[src/rtl/core/ast_pkg.sv]
// ----------------------------------------------------------------------------
// Tokenizer package
// Types, character codes and helpers shared by the tokenizer modules.
// ----------------------------------------------------------------------------
package ast_pkg;

  localparam int unsigned ValueW    = 16;
  localparam int unsigned LineW     = 16;
  localparam int unsigned SymCntW   = 5;
  localparam int unsigned FifoDepth = 4;
  localparam int unsigned FifoPtrW  = 2;
  localparam int unsigned FifoCntW  = 3;

  localparam logic [SymCntW-1:0] MaxSymbol = SymCntW'(23);

  localparam logic [7:0] CharNl    = 8'h0A;
  localparam logic [7:0] CharTab   = 8'h09;
  localparam logic [7:0] CharSp    = 8'h20;
  localparam logic [7:0] CharSemi  = 8'h3B;
  localparam logic [7:0] CharZero  = 8'h30;
  localparam logic [7:0] CharNine  = 8'h39;
  localparam logic [7:0] CharLowA  = 8'h61;
  localparam logic [7:0] CharLowF  = 8'h66;
  localparam logic [7:0] CharUpA   = 8'h41;
  localparam logic [7:0] CharUpF   = 8'h46;
  localparam logic [7:0] CharLowH  = 8'h68;
  localparam logic [7:0] CharUpH   = 8'h48;
  localparam logic [7:0] HexAdjust = 8'h09;

  typedef enum logic [2:0] {
    TkEol    = 3'd0,
    TkBlank  = 3'd1,
    TkSymCh  = 3'd2,
    TkSymEnd = 3'd3,
    TkConst  = 3'd4,
    TkEoi    = 3'd5
  } token_kind_e;

  typedef enum logic [2:0] {
    ModeStart   = 3'd0,
    ModeBlank   = 3'd1,
    ModeComment = 3'd2,
    ModeNumber  = 3'd3,
    ModeSymbol  = 3'd4
  } lexer_mode_e;

  typedef struct packed {
    token_kind_e        token_kind;
    logic [ValueW-1:0]  constant_value;
    logic [7:0]         symbol_byte;
    logic [SymCntW-1:0] symbol_length;
    logic               symbol_too_long;
    logic [LineW-1:0]   line_number;
    logic               last_of_run;
  } token_t;

  typedef struct packed {
    logic       step;
    logic [7:0] char_code;
    logic       end_of_input;
  } lex_req_t;

  typedef struct packed {
    logic   v0;
    logic   v1;
    token_t t0;
    token_t t1;
  } tok_pair_t;

  function automatic token_t make_token(token_kind_e kind, logic [ValueW-1:0] cval,
                                        logic [7:0] sbyte, logic [SymCntW-1:0] slen,
                                        logic sover, logic [LineW-1:0] line);
    token_t t;
    t.token_kind      = kind;
    t.constant_value  = cval;
    t.symbol_byte     = sbyte;
    t.symbol_length   = slen;
    t.symbol_too_long = sover;
    t.line_number     = line;
    t.last_of_run     = 1'b0;
    return t;
  endfunction

endpackage

[src/rtl/core/ast_in_if.sv]
// ----------------------------------------------------------------------------
// Tokenizer input channel
// Valid/ready channel carrying one character or an end-of-input mark.
// ----------------------------------------------------------------------------
interface ast_in_if;
  logic       valid;
  logic       ready;
  logic [7:0] char_code;
  logic       end_of_input;

  modport source (output valid, output char_code, output end_of_input, input ready);
  modport sink   (input valid, input char_code, input end_of_input, output ready);
endinterface

[src/rtl/core/ast_out_if.sv]
// ----------------------------------------------------------------------------
// Tokenizer output channel
// Valid/ready channel carrying one token.
// ----------------------------------------------------------------------------
interface ast_out_if;
  logic        valid;
  logic        ready;
  logic [2:0]  token_kind;
  logic [15:0] constant_value;
  logic [7:0]  symbol_byte;
  logic [4:0]  symbol_length;
  logic        symbol_too_long;
  logic [15:0] line_number;
  logic        last_of_run;

  modport source (output valid, output token_kind, output constant_value,
                  output symbol_byte, output symbol_length, output symbol_too_long,
                  output line_number, output last_of_run, input ready);
  modport sink   (input valid, input token_kind, input constant_value,
                  input symbol_byte, input symbol_length, input symbol_too_long,
                  input line_number, input last_of_run, output ready);
endinterface

[src/rtl/core/ast_lexer.sv]
// ----------------------------------------------------------------------------
// Tokenizer lexer core
// Mode, accumulators and counters; turns one item into up to two tokens.
// ----------------------------------------------------------------------------
module ast_lexer (
  input  logic                clk_i,
  input  logic                rst_ni,
  input  ast_pkg::lex_req_t   req_i,
  output ast_pkg::tok_pair_t  tok_o
);

  ast_pkg::lexer_mode_e                mode_q, mode_d;
  logic [ast_pkg::ValueW-1:0]          hex_q, hex_d;
  logic [ast_pkg::ValueW-1:0]          dec_q, dec_d;
  logic [ast_pkg::LineW-1:0]           line_q, line_d;
  logic [ast_pkg::SymCntW-1:0]         cnt_q, cnt_d;
  logic                                ovf_q, ovf_d;

  logic [7:0] c;
  logic       is_blank, is_dec, is_hexl, is_semi, is_nl, is_hsuf;
  logic [3:0] digit;

  // start-of-token handling
  logic                        s_emit;
  ast_pkg::token_t             s_tok;
  ast_pkg::lexer_mode_e        s_mode;
  logic                        s_num, s_sym, s_eol;

  ast_pkg::tok_pair_t          tok;

  assign c        = req_i.char_code;
  assign is_blank = (c == ast_pkg::CharSp) || (c == ast_pkg::CharTab);
  assign is_dec   = (c >= ast_pkg::CharZero) && (c <= ast_pkg::CharNine);
  assign is_hexl  = ((c >= ast_pkg::CharLowA) && (c <= ast_pkg::CharLowF)) ||
                    ((c >= ast_pkg::CharUpA) && (c <= ast_pkg::CharUpF));
  assign is_semi  = (c == ast_pkg::CharSemi);
  assign is_nl    = (c == ast_pkg::CharNl);
  assign is_hsuf  = (c == ast_pkg::CharLowH) || (c == ast_pkg::CharUpH);
  assign digit    = is_dec ? 4'(c - ast_pkg::CharZero) : 4'(c + ast_pkg::HexAdjust);

  always_comb begin
    s_emit = 1'b0;
    s_num  = 1'b0;
    s_sym  = 1'b0;
    s_eol  = 1'b0;
    s_tok  = ast_pkg::make_token(ast_pkg::TkEol, '0, '0, '0, 1'b0, line_q);
    if (is_semi) begin
      s_mode = ast_pkg::ModeComment;
    end else if (is_nl) begin
      s_mode = ast_pkg::ModeStart;
      s_emit = 1'b1;
      s_eol  = 1'b1;
    end else if (is_blank) begin
      s_mode = ast_pkg::ModeBlank;
    end else if (is_dec) begin
      s_mode = ast_pkg::ModeNumber;
      s_num  = 1'b1;
    end else begin
      s_mode = ast_pkg::ModeSymbol;
      s_emit = 1'b1;
      s_sym  = 1'b1;
      s_tok  = ast_pkg::make_token(ast_pkg::TkSymCh, '0, c, '0, 1'b0, line_q);
    end
  end

  always_comb begin
    logic start;
    start  = 1'b0;
    mode_d = mode_q;
    hex_d  = hex_q;
    dec_d  = dec_q;
    line_d = line_q;
    cnt_d  = cnt_q;
    ovf_d  = ovf_q;
    tok.v0 = 1'b0;
    tok.v1 = 1'b0;
    tok.t0 = ast_pkg::make_token(ast_pkg::TkEoi, '0, '0, '0, 1'b0, line_q);
    tok.t1 = tok.t0;

    if (req_i.end_of_input) begin
      if (mode_q == ast_pkg::ModeNumber) begin
        tok.v0 = 1'b1;
        tok.v1 = 1'b1;
        tok.t0 = ast_pkg::make_token(ast_pkg::TkConst, dec_q, '0, '0, 1'b0, line_q);
      end else if (mode_q == ast_pkg::ModeSymbol) begin
        tok.v0 = 1'b1;
        tok.v1 = 1'b1;
        tok.t0 = ast_pkg::make_token(ast_pkg::TkSymEnd, '0, '0, cnt_q, ovf_q, line_q);
      end else begin
        tok.v0 = 1'b1;
      end
      mode_d = ast_pkg::ModeStart;
      hex_d  = '0;
      dec_d  = '0;
      cnt_d  = '0;
      ovf_d  = 1'b0;
    end else begin
      case (mode_q)
        ast_pkg::ModeBlank: begin
          if (is_blank) begin
            mode_d = ast_pkg::ModeBlank;
          end else if (is_semi || is_nl) begin
            start = 1'b1;
          end else begin
            tok.v0 = 1'b1;
            tok.t0 = ast_pkg::make_token(ast_pkg::TkBlank, '0, '0, '0, 1'b0, line_q);
            start  = 1'b1;
          end
        end
        ast_pkg::ModeComment: begin
          if (is_nl) begin
            start = 1'b1;
          end
        end
        ast_pkg::ModeNumber: begin
          if (is_dec || is_hexl) begin
            hex_d = (hex_q << 4) | ast_pkg::ValueW'(digit);
            dec_d = (dec_q << 3) + (dec_q << 1) + ast_pkg::ValueW'(digit);
          end else if (is_hsuf) begin
            tok.v0 = 1'b1;
            tok.t0 = ast_pkg::make_token(ast_pkg::TkConst, hex_q, '0, '0, 1'b0, line_q);
            mode_d = ast_pkg::ModeStart;
          end else begin
            tok.v0 = 1'b1;
            tok.t0 = ast_pkg::make_token(ast_pkg::TkConst, dec_q, '0, '0, 1'b0, line_q);
            start  = 1'b1;
          end
        end
        ast_pkg::ModeSymbol: begin
          if (is_blank || is_semi || is_nl) begin
            tok.v0 = 1'b1;
            tok.t0 = ast_pkg::make_token(ast_pkg::TkSymEnd, '0, '0, cnt_q, ovf_q, line_q);
            cnt_d  = '0;
            ovf_d  = 1'b0;
            start  = 1'b1;
          end else begin
            tok.v0 = 1'b1;
            tok.t0 = ast_pkg::make_token(ast_pkg::TkSymCh, '0, c, '0, 1'b0, line_q);
            if (cnt_q < ast_pkg::MaxSymbol) begin
              cnt_d = cnt_q + 1'b1;
            end else begin
              ovf_d = 1'b1;
            end
          end
        end
        default: begin
          start = 1'b1;
        end
      endcase

      if (start) begin
        mode_d = s_mode;
        if (s_num) begin
          hex_d = ast_pkg::ValueW'(digit);
          dec_d = ast_pkg::ValueW'(digit);
        end
        if (s_sym) begin
          cnt_d = ast_pkg::SymCntW'(1);
          ovf_d = 1'b0;
        end
        if (s_eol) begin
          line_d = line_q + 1'b1;
        end
        if (s_emit) begin
          if (tok.v0) begin
            tok.v1 = 1'b1;
            tok.t1 = s_tok;
          end else begin
            tok.v0 = 1'b1;
            tok.t0 = s_tok;
          end
        end
      end
    end

    if (tok.v1) begin
      tok.t1.last_of_run = 1'b1;
    end else begin
      tok.t0.last_of_run = 1'b1;
    end
  end

  assign tok_o = tok;

  always_ff @(posedge clk_i or negedge rst_ni) begin
    if (!rst_ni) begin
      mode_q <= ast_pkg::ModeStart;
      hex_q  <= '0;
      dec_q  <= '0;
      line_q <= ast_pkg::LineW'(1);
      cnt_q  <= '0;
      ovf_q  <= 1'b0;
    end else if (req_i.step) begin
      mode_q <= mode_d;
      hex_q  <= hex_d;
      dec_q  <= dec_d;
      line_q <= line_d;
      cnt_q  <= cnt_d;
      ovf_q  <= ovf_d;
    end
  end

endmodule

[src/rtl/core/ast_result_fifo.sv]
// ----------------------------------------------------------------------------
// Tokenizer result queue
// Four-entry token queue; takes up to two tokens and gives one per cycle while ready_i is high.
// ----------------------------------------------------------------------------
module ast_result_fifo (
  input  logic                clk_i,
  input  logic                rst_ni,
  input  logic                push_i,
  input  ast_pkg::tok_pair_t  tok_i,
  output logic                space2_o,
  output logic                valid_o,
  input  logic                ready_i,
  output ast_pkg::token_t     data_o
);

  ast_pkg::token_t                mem_q [ast_pkg::FifoDepth];
  logic [ast_pkg::FifoPtrW-1:0]   wr_q, wr_d, rd_q, rd_d;
  logic [ast_pkg::FifoCntW-1:0]   cnt_q, cnt_d;
  logic                           wr0, wr1, pop;
  logic [ast_pkg::FifoPtrW-1:0]   wr_nxt;

  assign wr0      = push_i && tok_i.v0;
  assign wr1      = push_i && tok_i.v1;
  assign pop      = valid_o && ready_i;
  assign wr_nxt   = wr_q + 1'b1;
  assign space2_o = (cnt_q <= ast_pkg::FifoCntW'(ast_pkg::FifoDepth - 2));
  assign valid_o  = (cnt_q != '0);
  assign data_o   = mem_q[rd_q];

  always_comb begin
    wr_d  = wr_q + ast_pkg::FifoPtrW'(wr0) + ast_pkg::FifoPtrW'(wr1);
    rd_d  = rd_q + ast_pkg::FifoPtrW'(pop);
    cnt_d = cnt_q + ast_pkg::FifoCntW'(wr0) + ast_pkg::FifoCntW'(wr1)
            - ast_pkg::FifoCntW'(pop);
  end

  always_ff @(posedge clk_i) begin
    if (wr0) begin
      mem_q[wr_q] <= tok_i.t0;
    end
    if (wr1) begin
      mem_q[wr_nxt] <= tok_i.t1;
    end
  end

  always_ff @(posedge clk_i or negedge rst_ni) begin
    if (!rst_ni) begin
      wr_q  <= '0;
      rd_q  <= '0;
      cnt_q <= '0;
    end else begin
      wr_q  <= wr_d;
      rd_q  <= rd_d;
      cnt_q <= cnt_d;
    end
  end

endmodule

[src/rtl/core/assembler_source_tokenizer_unit.sv]
// ----------------------------------------------------------------------------
// Assembler source tokenizer
// Streams characters in and tokens out over valid/ready channels.
// ----------------------------------------------------------------------------
// in_i carries one character, or an end-of-input mark, per item. out_o carries
// tokens: end of line, blank run, symbol character, symbol end, constant and
// end of input; last_of_run marks the final token of one input item.
// An accepted item is held in the input register, then the lexer turns it
// into zero, one or two tokens that enter a four-entry result queue. A token
// passes the input register and a queue write before out_o shows it. The
// unit takes one item per cycle while the queue has room for two; out_o
// gives one token per cycle while ready, so items that make two tokens back
// up the queue and drop in_i.ready until it drains. The lexer steps only when
// the queue has room for two. When out_o stalls, the queue holds its tokens
// and in_i takes items until the input register fills and the lexer stalls.
// Reset returns the lexer to line start with line count one and empties the
// input register and the queue.
// ----------------------------------------------------------------------------
module assembler_source_tokenizer_unit (
  input  logic clk_i,
  input  logic rst_ni,
  ast_in_if.sink    in_i,
  ast_out_if.source out_o
);

  logic                 in_valid_q;
  logic [7:0]           in_char_q;
  logic                 in_eoi_q;
  logic                 space2;
  logic                 advance;
  ast_pkg::lex_req_t    req;
  ast_pkg::tok_pair_t   tok;
  ast_pkg::token_t      head;

  assign advance    = in_valid_q && space2;
  assign in_i.ready = !in_valid_q || advance;

  always_ff @(posedge clk_i or negedge rst_ni) begin
    if (!rst_ni) begin
      in_valid_q <= 1'b0;
    end else if (in_i.ready) begin
      in_valid_q <= in_i.valid;
    end
  end

  always_ff @(posedge clk_i) begin
    if (in_i.ready && in_i.valid) begin
      in_char_q <= in_i.char_code;
      in_eoi_q  <= in_i.end_of_input;
    end
  end

  assign req.step         = advance;
  assign req.char_code    = in_char_q;
  assign req.end_of_input = in_eoi_q;

  ast_lexer u_lexer (
    .clk_i  (clk_i),
    .rst_ni (rst_ni),
    .req_i  (req),
    .tok_o  (tok)
  );

  ast_result_fifo u_fifo (
    .clk_i    (clk_i),
    .rst_ni   (rst_ni),
    .push_i   (advance),
    .tok_i    (tok),
    .space2_o (space2),
    .valid_o  (out_o.valid),
    .ready_i  (out_o.ready),
    .data_o   (head)
  );

  assign out_o.token_kind      = head.token_kind;
  assign out_o.constant_value  = head.constant_value;
  assign out_o.symbol_byte     = head.symbol_byte;
  assign out_o.symbol_length   = head.symbol_length;
  assign out_o.symbol_too_long = head.symbol_too_long;
  assign out_o.line_number     = head.line_number;
  assign out_o.last_of_run     = head.last_of_run;

endmodule

[src/flat_wrapper.sv]
// flat-port wrapper written by rule: the top's interface ports become plain ports
module assembler_source_tokenizer_unit_flat 
  (clk_i, rst_ni, in_i_valid, in_i_char_code, in_i_end_of_input, in_i_ready, out_o_valid, out_o_token_kind, out_o_constant_value, out_o_symbol_byte, out_o_symbol_length, out_o_symbol_too_long, out_o_line_number, out_o_last_of_run, out_o_ready);
  ast_in_if in_i_i ();
  ast_out_if out_o_i ();
  input  logic clk_i;
  input  logic rst_ni;
  input wire logic [$bits(in_i_i.valid)-1:0] in_i_valid;
  input wire logic [$bits(in_i_i.char_code)-1:0] in_i_char_code;
  input wire logic [$bits(in_i_i.end_of_input)-1:0] in_i_end_of_input;
  output wire logic [$bits(in_i_i.ready)-1:0] in_i_ready;
  output wire logic [$bits(out_o_i.valid)-1:0] out_o_valid;
  output wire logic [$bits(out_o_i.token_kind)-1:0] out_o_token_kind;
  output wire logic [$bits(out_o_i.constant_value)-1:0] out_o_constant_value;
  output wire logic [$bits(out_o_i.symbol_byte)-1:0] out_o_symbol_byte;
  output wire logic [$bits(out_o_i.symbol_length)-1:0] out_o_symbol_length;
  output wire logic [$bits(out_o_i.symbol_too_long)-1:0] out_o_symbol_too_long;
  output wire logic [$bits(out_o_i.line_number)-1:0] out_o_line_number;
  output wire logic [$bits(out_o_i.last_of_run)-1:0] out_o_last_of_run;
  input wire logic [$bits(out_o_i.ready)-1:0] out_o_ready;
  assign in_i_i.valid = in_i_valid;
  assign in_i_i.char_code = in_i_char_code;
  assign in_i_i.end_of_input = in_i_end_of_input;
  assign in_i_ready = in_i_i.ready;
  assign out_o_valid = out_o_i.valid;
  assign out_o_token_kind = out_o_i.token_kind;
  assign out_o_constant_value = out_o_i.constant_value;
  assign out_o_symbol_byte = out_o_i.symbol_byte;
  assign out_o_symbol_length = out_o_i.symbol_length;
  assign out_o_symbol_too_long = out_o_i.symbol_too_long;
  assign out_o_line_number = out_o_i.line_number;
  assign out_o_last_of_run = out_o_i.last_of_run;
  assign out_o_i.ready = out_o_ready;
  assembler_source_tokenizer_unit u_core (.clk_i(clk_i), .rst_ni(rst_ni), .in_i(in_i_i), .out_o(out_o_i));
endmodule
[config.mk]
export PLATFORM = sky130hd
export DESIGN_NAME = assembler_source_tokenizer_unit_flat
export DESIGN_NICKNAME = d
export VERILOG_FILES = /design/src/rtl/core/ast_pkg.sv /design/src/rtl/core/ast_in_if.sv /design/src/rtl/core/ast_out_if.sv /design/src/rtl/core/ast_lexer.sv /design/src/rtl/core/ast_result_fifo.sv /design/src/rtl/core/assembler_source_tokenizer_unit.sv /design/src/flat_wrapper.sv
export SDC_FILE = /design/constraint.sdc
export NUM_CORES = 1
export LEC_CHECK = 0
export ABC_AREA = 1
export CAP_MARGIN = 30
export CORE_UTILIZATION = 50
export CTS_CLUSTER_DIAMETER = 80
export CTS_CLUSTER_SIZE = 14
export DETAILED_ROUTE_END_ITERATION = 10
export DONT_BUFFER_PORTS = 1
export GPL_TIMING_DRIVEN = 0
export HOLD_SLACK_MARGIN = 0.03
export REMOVE_ABC_BUFFERS = 1
export SYNTH_ARGS = -nofsm -noshare
export SYNTH_HDL_FRONTEND = slang
export SYNTH_SLANG_ARGS = --single-unit
[constraint.sdc]
create_clock -name clk_i -period 7.3 [get_ports clk_i]
set_input_delay 0.73 -clock clk_i [delete_from_list [all_inputs] [get_ports clk_i]]
set_output_delay 0.73 -clock clk_i [all_outputs]
set_load 0.03 [all_outputs]
* Word level (Yosys, flattened, before mapping) *
Memories as Yosys holds them, arrays and structs flattened.
Cells that the tools add are included.

operators by class
  bitwise logic cells = 2
  equal/unequal tests = 13
  muxes and demuxes = 81
  add/sub/neg operators = 13
  order comparisons = 8
  reduce and logical (&&, ||, !) cells = 21

operators with widths
  operator                 count
  $mux W50                 6
  $mux W102                2
  $mux W16                 10
  $pmux W50 S3             1
  $mux W49                 3
  $mux W51                 2
  $mux W48                 2
  $mux W52                 1
  $mux W47                 1
  $mux W1                  34
  $mux W5                  6
  $mux W3                  9
  $add A16 B1 Y16 const B  1
  $add A16 B16 Y16         1
  $add A16 B4 Y16          1
  $eq A8 B4 Y1 const B     2
  $eq A8 B6 Y1 const B     2
  $eq A8 B7 Y1 const B     2
  $ge A8 B7 Y1 const B     2
  $le A8 B7 Y1 const B     2
  $or A16 B4 Y16           1
  $ge A8 B6 Y1 const B     1
  $le A8 B6 Y1 const B     1
  $logic_and A1 B1 Y1      8
  25 further kinds         37

word-level totals
  output and inout bits = 52
  register bits = 74
  logic and storage cells = 151
  memory bits (writable) = 200
  memories = 1

memories
  memory               depth  bits a word  rd ports  clocked after memory_dff  write ports  RTL line               text
  u_core.u_fifo.mem_q  4      50           1         0                         2            ast_result_fifo.sv:16  ast_pkg::token_t mem_q [ast_pkg::FifoDepth];

* Logic depth before layout (Yosys ltp) *
  depth after elaboration = 15
  gate-level depth with buffers = 22
  mapped depth without buffers = 21

* Cells and area by module *
From an unflattened synthesis, not the netlist that was laid out.

unflattened totals
  cells, all modules = 2388
  area, all modules = 17465.5 um2

modules (own cells, without submodules)
  module                           sequential area each (um2)  cells each  times used  area each (um2)
  ast_result_fifo                  6180.9                      1491        1           11497.3
  ast_lexer                        1427.6                      880         1           5645.4
  assembler_source_tokenizer_unit  295.3                       17          1           322.8

* Worst setup path after synthesis *
Ideal clock, no wire load.

  path type = reg-to-reg
  start = reg u_core.in_char_q[1]
  end = reg u_core.u_lexer.dec_q[14] (netlist name)
  library setup time = 132 ps
  buffers on the path = 1
  data arrival time = 3126 ps
  path slack = 4042 ps
  required time = 7168 ps
  cell stages (with the launch flop) = 20
  period minus slack after synthesis = 3258 ps
  cells stage by stage = edfxtp_1 inv_1 ha_1 a21oi_1 nand2_1 nand2_2 buf_4 nand2_1 xor2_1 fa_1 inv_1 fa_1 inv_1 nand3_1 nand2_1 nand4_1 nand4_1 xor2_1 o21ai_0 o21ai_0

on the way
  cells in the longest elaborated chain, start to end = 9
  elaborated cells on any way between the ends = 41
  classes of those cells = add/sub: 3; order compare: 6; eq/ne: 6; mux: 17; reduce/logical: 9

ends and longest elaborated chain
  what                                               RTL line                               text
  from (decl)                                        assembler_source_tokenizer_unit.sv:27  logic [7:0] in_char_q;
  from (signal assigned)                             assembler_source_tokenizer_unit.sv:48  in_char_q <= in_i.char_code;
  $ge A8 B6 Y1, or another cell as far along         ast_lexer.sv:33                        assign is_dec = (c >= ast_pkg::CharZero) && (c <= ast_pkg::CharNine);
  $logic_and A1 B1 Y1, or another cell as far along  ast_lexer.sv:33
  $mux W4, or another cell as far along              ast_lexer.sv:39                        assign digit = is_dec ? 4'(c - ast_pkg::CharZero) : 4'(c + ast_pkg::HexAdjust);
  $add A16 B4 Y16, or another cell as far along      ast_lexer.sv:118                       dec_d = (dec_q << 3) + (dec_q << 1) + ast_pkg::ValueW'(digit);
  $mux W16, or another cell as far along             ast_lexer.sv:116                       if (is_dec || is_hexl) begin
  $mux W16, or another cell as far along             ast_lexer.sv:98                        case (mode_q)
  $mux W16 / $mux W1 (equally long branches)         ast_lexer.sv:153, ast_lexer.sv:80
  $mux W16 *                                         ast_lexer.sv:151                       if (start) begin
  $mux W16 *                                         ast_lexer.sv:80                        if (req_i.end_of_input) begin
  to (signal assigned)                               ast_lexer.sv:189                       dec_q <= '0;
  to (signal assigned)                               ast_lexer.sv:196                       dec_q <= dec_d;
  to (decl)                                          ast_lexer.sv:14                        logic [ast_pkg::ValueW-1:0] dec_q, dec_d;

Every way passes the cells marked *; elsewhere a longest branch is shown, timed or not. The select of a mux whose other input is x is not followed.
A chain may end at the register's enable or synchronous reset.

==> results by group <==
Drt
  • Residual DRC count: 0
  • Vias post-DR: 14200
  • Vias/cell: 5.80
  • DRT Wirelength: 44600 microns
  • Initial DRC count: 1343
  • DR pass1 iterations: 5
  • DR WL/cell: 18.3 microns
  • Antenna Nets Post-Route: 0

CTS
  • Post-CTS sizing: 0
  • Clk sinks: 274
  • Clock transition at path regs: 0.07 ns
  • Clk root buf: clkbuf_16
  • Cts bufs inserted: 23
  • CTS H-tree depth: 1
  • # Post-CTS Setup Buffers: 0
  • Clk_lat worst skew: 0.53 ns
  • CTS tree: yes
  • Max clock buf depth: 3
  • CTS Hold Bufs: 2

Yosys
  • Number of synthesized flops with an enable pin: 121
  • Yosys top cell area share: 22.6%
  • Sequential share of the synthesized area: 43.7%
  • Syn avg cell area: 7.51 sq um
  • Syn Inst Count: 2138
  • Simple-gate portion of the synthesized area: 31.2%
  • Synthesized-area fraction occupied by adder cells: 3.51%
  • Async SR Flop Fraction: 23.7%
  • Post-synth top area cell: edfxtp_1
  • Synth warn: 0
  • Synth area leaders: edfxtp_1 (23%), nand2_1 (15%), dfxtp_1 (11%)
  • Top post-synthesis cells by count: nand2_1 (662), nand4_1 (202), inv_1 (185), o21ai_0 (185), nor2_1 (169)
  • Post-synthesis xor/xnor area fraction: 1.85%
  • Largest family of logic cells by synthesized area: simple AND/OR/NAND/NOR gates
  • Post-synthesis mux area share: 0.421%
  • Most common cell in the netlist: nand2_1
  • Synth Area in Compound Gates: 9.97%
  • Post-Syn Area: 16100 sq um
  • Seq cells post-synth: 274
  • Netlist cell types: 46
  • Main synth FF type: edfxtp_1

STA
  • RSZ-0062 raised after global routing: false
  • Slew @ Worst Pin: 0.950 ns
  • Crit share post-route: 77.8%
  • Fmax: 0.176 GHz
  • Final WS setup: 1.62 ns
  • Worst Skew: 0.0202 ns
  • Pins Over Slew Limit: 0
  • Setup violators final: 0
  • Rel. slew slack: 36.5%
  • Fin. Hold Viols: 0
  • Min cycle time layout: 5.68 ns

Pwr
  • Clock power frac: 18.3%
  • Sw Share: 50.3%
  • Tot Pwr: 6.27 mW
  • Worst vdd ir: 0.277 mV
  • Reg power frac: 31.4%
  • Sw power: 3.16 mW
  • Power density over cell area: 370 nW/um^2
  • Logic gate share of total power: 50.3%
  • Int Power: 3.11 mW
  • Leakage: 8.10 nW

GRT
  • First-pass GRT wire length: 72500 microns
  • GRT Util Overall: 27.4%
  • Vias in the first global route: 13300
  • Initial antenna violation count: 0
  • Total gr overflow: 0
  • Largest net degree at the start of global routing: 88

Finish
  • Reg area: 7030 sq um
  • Fill count: 3034
  • Layout cell share with drive strength beyond 1: 4.80%
  • Final core occ: 53.6%
  • Ant. Diodes: 0
  • Multi-input gate area: 7580 sq um
  • Nets@finish: 2082
  • Synth-to-Final Area Change: 5.42%
  • Design area: 16900 sq um

Worst setup path
  • CP startpoint kind: flip-flop
  • CP endpoint kind: flip-flop
  • CP Cell Sequence: inv_1 > ha_1 > nand3_1 > nor2_1 > nor2_2 > nand2_2 > nand2_1 > nand3_1 > nand2_1 > o21bai_4 > buf_16 > buf_12 > nand3_2 > nand2_2
  • CP delay by family, top: simple AND/OR/NAND/NOR gates
  • Slowest CP cell: nand2_2
  • Buf+Inv Stages, Crit Path: 3
  • CP Max Fanout: 44
  • Arr. time, crit path: 5.82 ns
  • Slowest stage delay, CP: 0.92 ns
  • Worst Path Required: 7.44 ns
  • R2R setup slack: 1.62 ns
  • R2R cell count: 14
  • CP Depth: 14
  • Critical path type: flip-flop to flip-flop

Die
  • Die Y: 181 microns
  • # rows: 65
  • Die Width: 181 microns
  • Core Region: 31600 sq um
  • Top Ports: 65
  • Initial Utilization: 50.9%
  • DIE AREA: 32800 sq um

Placed design
  • GPL Wtd Cong: 0.880
  • Pre-CTS setup slack: 1.67 ns
  • Port bufs: 0
  • Placed cell area: 16200 sq um
  • Hpwl dp: 26700 microns

Hold path
  • Worst min-delay path class: primary input to async pin

Status
  • Status: finished clean

Job
  • Max Cap Viol: 0
[through the flow]
stage | TNS (ns) | hold slack (ns) | std cells
final | 0 | 0.0888 | 2444
after global placement | -1104.09 | 0.439 | 2384
after detailed placement | 0 | 0.439 | 2402
after CTS | 0 | 0.0868 | 2444
after global routing | 0 | 0.0977 | 2444
after floorplan | -96.69 | 0.434 | 1982
[flip-flops by register name, indices dropped and copies added (netlist names), 2 cells and up]
name / cells
u_core.u_fifo.mem_q: 200
u_core.u_lexer.cnt_q: 5
u_core.u_fifo.cnt_q: 3
u_core.u_lexer.hex_q: 16
u_core.u_lexer.mode_q: 3
u_core.u_lexer.dec_q: 16
u_core.u_fifo.rd_q: 2
u_core.u_lexer.line_q: 16
u_core.in_char_q: 8
u_core.u_fifo.wr_q: 2
[layer usage]
layer  vias up  part of all wire, %  GRT usage (%)
met5         -                    0              0
met4         0                  1.9           6.54
met2       471                   46           44.8
li1       6926                    -              -
met1      6732                   45           38.8
met3        58                  6.6           3.04
[final cells by class]
| type | count | area share (%) |
|---|---|---|
| clock buffer | 37 | 3.71 |
| sequential | 274 | 41.5 |
| timing repair buffer | 20 | 2.50 |
| tap | 402 | 2.97 |
| clock inverter | 3 | 0.111 |
| inverter | 196 | 4.39 |
| multi-input combinational | 1512 | 44.8 |
[cell usage in the layout (no fill, tap or decap), drive strengths merged, types with 14 or more instances in the layout]
| master | Yosys | final |
|---|---|---|
| a21oi | 30 | 30 |
| buf | 75 | 19 |
| clkbuf | 81 | 37 |
| dfrtp | 64 | 64 |
| dfxtp | 88 | 88 |
| edfxtp | 121 | 121 |
| ha | 37 | 37 |
| inv | 194 | 195 |
| nand2 | 669 | 669 |
| nand3 | 66 | 66 |
| nand4 | 202 | 202 |
| nor2 | 176 | 176 |
| nor3 | 14 | 14 |
| o21ai | 193 | 193 |
| o22ai | 56 | 56 |
| xnor2 | 14 | 14 |
| xor2 | 20 | 20 |
[worst register-to-register path, stage by stage, from the launching register on]
cell	delay [ns]
edfxtp_1	0.51
inv_1	0.16
ha_1	0.16
nand3_1	0.10
nor2_1	0.25
nor2_2	0.09
nand2_2	0.15
nand2_1	0.11
nand3_1	0.59
nand2_1	0.30
o21bai_4	0.82
buf_16	0.27
buf_12	0.24
nand3_2	0.61
nand2_2	0.93
[worst paths after layout]
check | from | end
max | u_core.in_char_q[0]$_DFFE_PP_ | u_core.u_fifo.mem_q[2][30]$_DFFE_PP_
min in group clk_i | in_i_char_code[1] | u_core.in_char_q[1]$_DFFE_PP_
min reg2reg | u_core.u_lexer.hex_q[15]$_DFFE_PN0P_ | u_core.u_lexer.hex_q[15]$_DFFE_PN0P_
min | rst_ni | u_core.u_lexer.line_q[5]$_DFFE_PN0P_
max in group asynchronous | rst_ni | u_core.u_lexer.line_q[0]$_DFFE_PN1P_
max reg2reg | u_core.in_char_q[0]$_DFFE_PP_ | u_core.u_fifo.mem_q[2][30]$_DFFE_PP_
[cell families (layout without fill, tap and decap cells)]
group / Yosys count / count (layout)
buf+inv: 352 / 256
xor+xnor: 34 / 34
compound gates: 295 / 295
mux: 6 / 6
fa+ha+maj: 42 / 42
simple gates: 1135 / 1135
flops: 274 / 274
[power groups by stage]
stage                     logic (mW)  clock network (mW)  registers (mW)
after detailed placement        3.12                   0            2.00
final                           3.15                1.15            1.97
after floorplan                 1.96                   0            2.00
after global placement          2.74                   0            2.11
after global routing            3.40                1.22            1.99
after CTS                       3.14                1.17            1.97
Note: power is estimated with default switching activity, not from simulation.
